## src/design/tsac_pkg.sv

```systemverilog
`timescale 1ns / 1ps

package tsac_pkg;

    // Cache geometry
    localparam int SET_INDEX_BITS = 14;
    localparam int NUM_SETS       = 1 << SET_INDEX_BITS;
    localparam int TAG_BITS       = 30 - SET_INDEX_BITS;
    localparam int LINE_BITS      = 32;

    // Operation codes
    localparam logic OP_READ  = 1'b0;
    localparam logic OP_INVAL = 1'b1;

    // Controller states
    typedef enum logic [1:0] {
        ST_CLEAR,
        ST_IDLE,
        ST_RESOLVE
    } ctl_state_t;

    // Per-set bookkeeping: replacement way and both valid bits
    typedef struct packed {
        logic lru;
        logic valid1;
        logic valid0;
    } set_meta_t;

    // One way entry: tag and line
    typedef struct packed {
        logic [TAG_BITS-1:0]  tag;
        logic [LINE_BITS-1:0] line;
    } way_entry_t;

    // Controller to datapath
    typedef struct packed {
        logic capture;
        logic clear_step;
        logic commit;
    } ctl_cmd_t;

    // Datapath to controller
    typedef struct packed {
        logic req_inval;
        logic clear_last;
    } dp_status_t;

endpackage

```

## src/design/tsac_ctrl.sv

```systemverilog
`timescale 1ns / 1ps

module tsac_ctrl (
    input  logic                 clk,
    input  logic                 rst_n,
    input  logic                 in_valid,
    output logic                 in_stall,
    output logic                 out_valid,
    input  logic                 out_stall,
    input  tsac_pkg::dp_status_t status,
    output tsac_pkg::ctl_cmd_t   cmd
);
    import tsac_pkg::*;

    ctl_state_t state_reg;
    ctl_state_t state_next;
    logic       out_valid_reg;
    logic       out_valid_next;
    logic       out_free;

    // Output slot is free when empty or being drained this cycle
    assign out_free  = !out_valid_reg || !out_stall;
    assign out_valid = out_valid_reg;

    // Next state
    always_comb
    begin
        state_next = state_reg;
        unique case (state_reg)
            ST_CLEAR:
            begin
                if (status.clear_last)
                begin
                    state_next = ST_IDLE;
                end
            end
            ST_IDLE:
            begin
                if (in_valid)
                begin
                    state_next = ST_RESOLVE;
                end
            end
            ST_RESOLVE:
            begin
                if (out_free)
                begin
                    state_next = status.req_inval ? ST_CLEAR : ST_IDLE;
                end
            end
            default:
            begin
                state_next = ST_CLEAR;
            end
        endcase
    end

    // Outputs and commands
    always_comb
    begin
        in_stall       = 1'b1;
        cmd.capture    = 1'b0;
        cmd.clear_step = 1'b0;
        cmd.commit     = 1'b0;
        unique case (state_reg)
            ST_CLEAR:
            begin
                cmd.clear_step = 1'b1;
            end
            ST_IDLE:
            begin
                in_stall    = 1'b0;
                cmd.capture = in_valid;
            end
            ST_RESOLVE:
            begin
                cmd.commit = out_free;
            end
            default:
            begin
                in_stall = 1'b1;
            end
        endcase
    end

    // Hold a result until the transaction completes
    always_comb
    begin
        if (cmd.commit)
        begin
            out_valid_next = 1'b1;
        end
        else if (!out_stall)
        begin
            out_valid_next = 1'b0;
        end
        else
        begin
            out_valid_next = out_valid_reg;
        end
    end

    always_ff @(posedge clk or negedge rst_n)
    begin
        if (!rst_n)
        begin
            state_reg     <= ST_CLEAR;
            out_valid_reg <= 1'b0;
        end
        else
        begin
            state_reg     <= state_next;
            out_valid_reg <= out_valid_next;
        end
    end

endmodule

```

## config.mk

```make
export PLATFORM = sky130hd
export DESIGN_NAME = tsac_ctrl
export DESIGN_NICKNAME = d
export VERILOG_FILES = /design/src/design/tsac_pkg.sv /design/src/design/tsac_ctrl.sv
export SDC_FILE = /design/constraint.sdc
export NUM_CORES = 1
export LEC_CHECK = 0
export BUFFER_PORTS_ARGS = -buffer_cell sky130_fd_sc_hd__buf_4
export CORE_AREA = 2 2 39 41
export DETAILED_ROUTE_END_ITERATION = 10
export DIE_AREA = 0 0 41 43
export REMOVE_ABC_BUFFERS = 1
export SLEW_MARGIN = 20
export SYNTH_ARGS = -nofsm -noshare
export SYNTH_HDL_FRONTEND = slang
export SYNTH_SLANG_ARGS = --single-unit
```

## constraint.sdc

```tcl
create_clock -name clk -period 1.3 [get_ports clk]
set_input_delay 0.325 -clock clk [delete_from_list [all_inputs] [get_ports clk]]
set_output_delay 0.325 -clock clk [all_outputs]
set_load 0.02 [all_outputs]
```

==> impl_metrics.py, run 1 <==
metrics = {
    "outcome": {
        "status": "finished, violations left",
        "violations": "negative setup slack",
    },
    "route": {
        "vias_per_cell": 3.44,
        "firstDrtPassIters": 2,
        "drt_iter0_markers": 3,
        "antenna_left": 0,
        "wl_per_cell_um": 9.21,
        "num_vias": 179,
        "wl_um": 479,
        "route.detailed.drc": 0,
    },
    "grt": {
        "grt-ovfl-total": 0,
        "grt_first_pass_wirelength_um": 593,
        "grt_max_degree": 5,
        "track_usage_pct": 5.74,
        "grt_pass1_vias": 170,
        "antenna_found_initial": 0,
    },
    "run": {
        "maxCapViolations": 0,
    },
    "sta": {
        "fmaxAchievable_mhz": 742,
        "finalCritPeriodShare_pct": 104,
        "finClkSkew_ps": 2.87,
        "rsz0062_at_grt": "yes",
        "layout_min_cycle_time_ps": 1350,
        "drv_slew": 0,
        "relSlewSlack_pct": 89.5,
        "finalSetupViolCount": 3,
        "hold_viol_final": 0,
        "worstMarginPinSlew_ps": 158,
        "timing.final.ws_setup_ps": -48.3,
    },
    "synthesis": {
        "ys_seq_area_share_pct": 47.2,
        "avgSynthCellArea_um2": 9.93,
        "syn_inst": 16,
        "synth_warnings": 0,
        "synth_area_um2": 159,
        "ys_types": 11,
        "synth-seq-cells": 3,
    },
    "hold_path": {
        "hold_class": "in2reg",
    },
    "critical_path": {
        "start_kind": "flop",
        "crit_family": "flip-flops",
        "cp_num_buf_inv": 1,
        "max_stage_delay_ps": 430,
        "path_cells": "nand2b_4 -> nor2_4 -> buf_6",
        "cp_max_fo": 4,
        "cp_data_arrival_time_ps": 1020,
        "cp-end-kind": "primary output",
        "critPathRequiredTime_ps": 980,
        "worstSetupPathType": "reg2out",
        "crit_path_top_delay_cell": "dfrtp_2",
    },
    "die": {
        "core_um2": 1380,
        "die-area_um2": 1760,
        "die_width_um": 41,
        "rows": 14,
        "start_util_pct": 11.5,
        "ios": 11,
        "die_height_um": 43,
    },
    "clocking": {
        "clk_latency_ps": 230,
        "cts.path.max_buffers": 2,
        "numCtsBuffers": 3,
        "root_buffer": "clkbuf_4",
        "path_clk_slew_ps": 40,
        "cts_tree": "built",
        "cts_sinks": 3,
        "h-tree-depth": 1,
    },
    "power": {
        "p_int_w": 0.000458,
        "pwr-share-comb_pct": 55.4,
        "p_leak_nw": 0.186,
        "irDropWorstVdd_mv": 0.374,
        "switching_share_pct": 35.4,
        "powerDensity_nw_per_um2": 1890,
        "p_clk_share_pct": 23.0,
        "p_sw_w": 0.000250,
        "power_w": 0.000708,
        "seqPwrFrac_pct": 21.6,
    },
    "place": {
        "place_congestion": 0.519,
        "place_worst_setup_slack_ps": 116,
        "io_buffers": 10,
    },
    "layout": {
        "drive_above_1_share_pct": 69.4,
        "layout_commonest_cell": "buf_4",
        "diodes": 0,
        "finish.net_count": 43,
        "mostFrequentLayoutCells": "buf_4 (12), buf_6 (4), clkbuf_4 (3)",
        "area_growth_pct": 135,
        "largest_register_ffs": 2,
    },
}
==> what timing repair did <==
| action | in CTS | in global routing |
|---|---|---|
| endpoints found under the hold margin | 3 | 0 |
| endpoints found under the setup margin | 3 | 4 |
| gates resized for setup | 3 | 8 |
| buffers inserted | 4 | 2 |
| cloned | 0 | 0 |
| hold buffers | 1 | 0 |
==> area by class of cell <==
| class | count | area (um^2) |
|---|---|---|
| fillers | 144 | 1010 |
| repair buffers | 17 | 145 |
| multi-input cells | 10 | 98.8 |
| flip-flops and latches | 3 | 76.3 |
| clock buffers | 4 | 26.3 |
| well taps | 16 | 20.0 |
| inverters | 2 | 7.51 |
==> layer usage <==
layer  wire (um)  track usage [%]  vias to the layer above
li1            -                -                       91
met1         129             3.90                       81
met2         308             8.44                        7
met3          40             3.14                        0
met4           0             8.00                        0
met5           0                0                        -
==> kinds of logic (layout without fill, tap and decap cells) <==
kind of cell	count (synthesis)	count (layout)	share of synthesized area, %
simple gates	6	6	22.1
mux	1	1	6.30
buf+inv	3	23	9.45
compound gates	3	3	15.0
flops	3	3	47.2
==> Yosys cell counts <==
cell type / n / share of area [%]
dfrtp_1: 3 / 47
inv_1: 2 / 4.7
nand2_1: 2 / 4.7
nor2_1: 2 / 4.7
a21oi_2: 1 / 5.5
buf_4: 1 / 4.7
mux2i_1: 1 / 6.3
nand2b_1: 1 / 3.9
nand2b_4: 1 / 8.7
o22ai_1: 1 / 3.9
o2bb2ai_1: 1 / 5.5
==> worst register-to-register path: stages (launching register included) <==
cell and delay, ps:
dfrtp_1 370, buf_4 160, buf_4 130, mux2i_1 130
o2bb2ai_1 80
==> through the flow <==
step                      cell area, um^2  hold WS, ps  util (%)  setup TNS, ps  std cells
after CTS                             332          351      24.0           -157         50
after detailed placement              246          116      17.8              0         41
after global routing                  374          375      27.0           -250         52
after floorplan                       151         29.4         -          -39.0         15
final                                 374          355      27.0           -110         52
after global placement                246          115      17.8              0         41
==> power groups by stage <==
stage | logic [W] | clock network (W) | registers, W
after global routing | 0.000426 | 0.000174 | 0.000157
after floorplan | 0.000118 | 0 | 0.000163
final | 0.000392 | 0.000163 | 0.000153
after CTS | 0.000319 | 0.000170 | 0.000150
after global placement | 0.000225 | 0 | 0.000154
after detailed placement | 0.000226 | 0 | 0.000154
==> worst paths after layout <==
kind                                endpoint    startpoint  cells past startpoint  slack (ps)
worst min-delay path            state_reg[0]     status[1]                      3         360
worst min register to register     out_valid  state_reg[1]                      2         590
worst max-delay path                  cmd[2]  state_reg[1]                      3         -50
min in group asynchronous          out_valid         rst_n                      2         420
max in group asynchronous       state_reg[1]         rst_n                      2         770
worst max register to register  state_reg[0]  state_reg[0]                      4         310
Power figures use the tool's default switching activity.
==> run 2, diff against run 1 <==
- GPL_TIMING_DRIVEN: default -> 0
- PLACE_DENSITY: default -> 0.3
==> impl_metrics.py, run 2 (synthesis gave the netlist of run 1 again) <==
metrics = {
    "route": {
        "vias_per_cell": 3.83,
        "drt_iter0_markers": 0,
        "route.detailed.drc": 0,
        "firstDrtPassIters": 1,
        "antenna_left": 0,
        "num_vias": 203,
        "wl_per_cell_um": 10.0,
        "wl_um": 532,
    },
    "clocking": {
        "h-tree-depth": 1,
        "cts_tree": "built",
        "root_buffer": "clkbuf_4",
        "clk_latency_ps": 230,
        "numCtsBuffers": 3,
        "cts_sinks": 3,
        "cts.path.max_buffers": 2,
        "path_clk_slew_ps": 40,
    },
    "layout": {
        "finish.net_count": 44,
        "mostFrequentLayoutCells": "buf_4 (14), clkbuf_4 (3), buf_6 (3)",
        "drive_above_1_share_pct": 73.0,
        "area_growth_pct": 135,
        "finalNonFillerCells": 53,
        "diodes": 0,
        "layout_commonest_cell": "buf_4",
        "largest_register_ffs": 2,
    },
    "sta": {
        "drv_slew": 0,
        "tns_ps": -189,
        "worstMarginPinSlew_ps": 172,
        "finalCritPeriodShare_pct": 105,
        "fmaxAchievable_mhz": 736,
        "layout_min_cycle_time_ps": 1360,
        "hold_viol_final": 0,
        "timing.final.ws_setup_ps": -58.9,
        "finalSetupViolCount": 4,
        "relSlewSlack_pct": 88.5,
        "hold_ws_ps": 352,
        "rsz0062_at_grt": "yes",
        "finClkSkew_ps": 2.04,
    },
    "hold_path": {
        "hold_class": "in2reg",
    },
    "power": {
        "power_w": 0.000697,
        "irDropWorstVdd_mv": 0.540,
        "p_leak_nw": 0.187,
        "powerDensity_nw_per_um2": 1860,
    },
    "die": {
        "die_height_um": 43,
        "core_um2": 1380,
        "die-area_um2": 1760,
        "start_util_pct": 11.5,
        "rows": 14,
        "die_width_um": 41,
        "ios": 11,
    },
    "place": {
        "place_congestion": 0.582,
        "io_buffers": 10,
        "dp_cells": 41,
        "place_worst_setup_slack_ps": 117,
    },
    "outcome": {
        "status": "finished, violations left",
        "violations": "negative setup slack",
    },
    "grt": {
        "grt-ovfl-total": 0,
        "antenna_found_initial": 0,
        "grt_pass1_vias": 185,
        "grt_max_degree": 5,
        "track_usage_pct": 7.04,
        "grt_first_pass_wirelength_um": 731,
    },
    "run": {
        "maxCapViolations": 0,
    },
    "critical_path": {
        "critPathRequiredTime_ps": 980,
        "worstSetupPathType": "reg2out",
        "start_kind": "flop",
        "cp-end-kind": "primary output",
        "cp_max_fo": 4,
        "cp_data_arrival_time_ps": 1030,
        "r2r_slack_ps": 120,
    },
}
-- run 2: per-layer routing --
layer / track usage [%] / share of wire [%] / up-vias
li1: - / - / 96
met1: 6.80 / 36 / 92
met2: 9.69 / 50 / 13
met3: 3.14 / 10 / 2
met4: 8.00 / 2.6 / 0
met5: 0 / 0 / -
-- run 2: where the power goes --
group / switching (W) / total [W] / internal, W
registers: 0.0000338 / 0.000159 / 0.000125
logic: 0.000168 / 0.000374 / 0.000206
clock network: 0.0000490 / 0.000164 / 0.000115
total: 0.000251 / 0.000697 / 0.000446
-- run 2: final cells by class --
class | count | area [um^2]
clock buffer | 4 | 26.3
fill | 159 | 1010
inverter | 2 | 7.51
multi-input combinational | 10 | 93.8
sequential | 3 | 77.6
tap | 16 | 20.0
timing repair buffer | 18 | 149
-- run 2: worst paths after layout --
path	start	end	depth (start not counted)
setup / recovery	state_reg[1]	cmd[2]	3
hold / removal	out_stall	out_valid	3
setup reg to reg	state_reg[1]	state_reg[0]	6
hold reg to reg	state_reg[1]	state_reg[0]	1
max in group asynchronous	rst_n	state_reg[0]	2
min in group asynchronous	rst_n	out_valid	2
-- run 2: worst max-delay path, cell delays in order, from the launching register on --
cell and delay, ps:
dfrtp_2 430, nand2b_4 170, nor2_4 80, buf_6 110
-- run 2: timing repair --
item | in CTS | in global routing
buffers inserted | 6 | 1
hold buffers | 1 | 0
setup endpoints to repair | 3 | 4
hold endpoints to repair | 3 | 0
resized for setup | 2 | 8
-- run 2: metrics by stage --
step,area (um^2),util [%]
floorplan,151,-
global placement,246,17.8
detailed placement,246,17.8
CTS,337,24.3
global route,374,27.0
finish,374,27.0
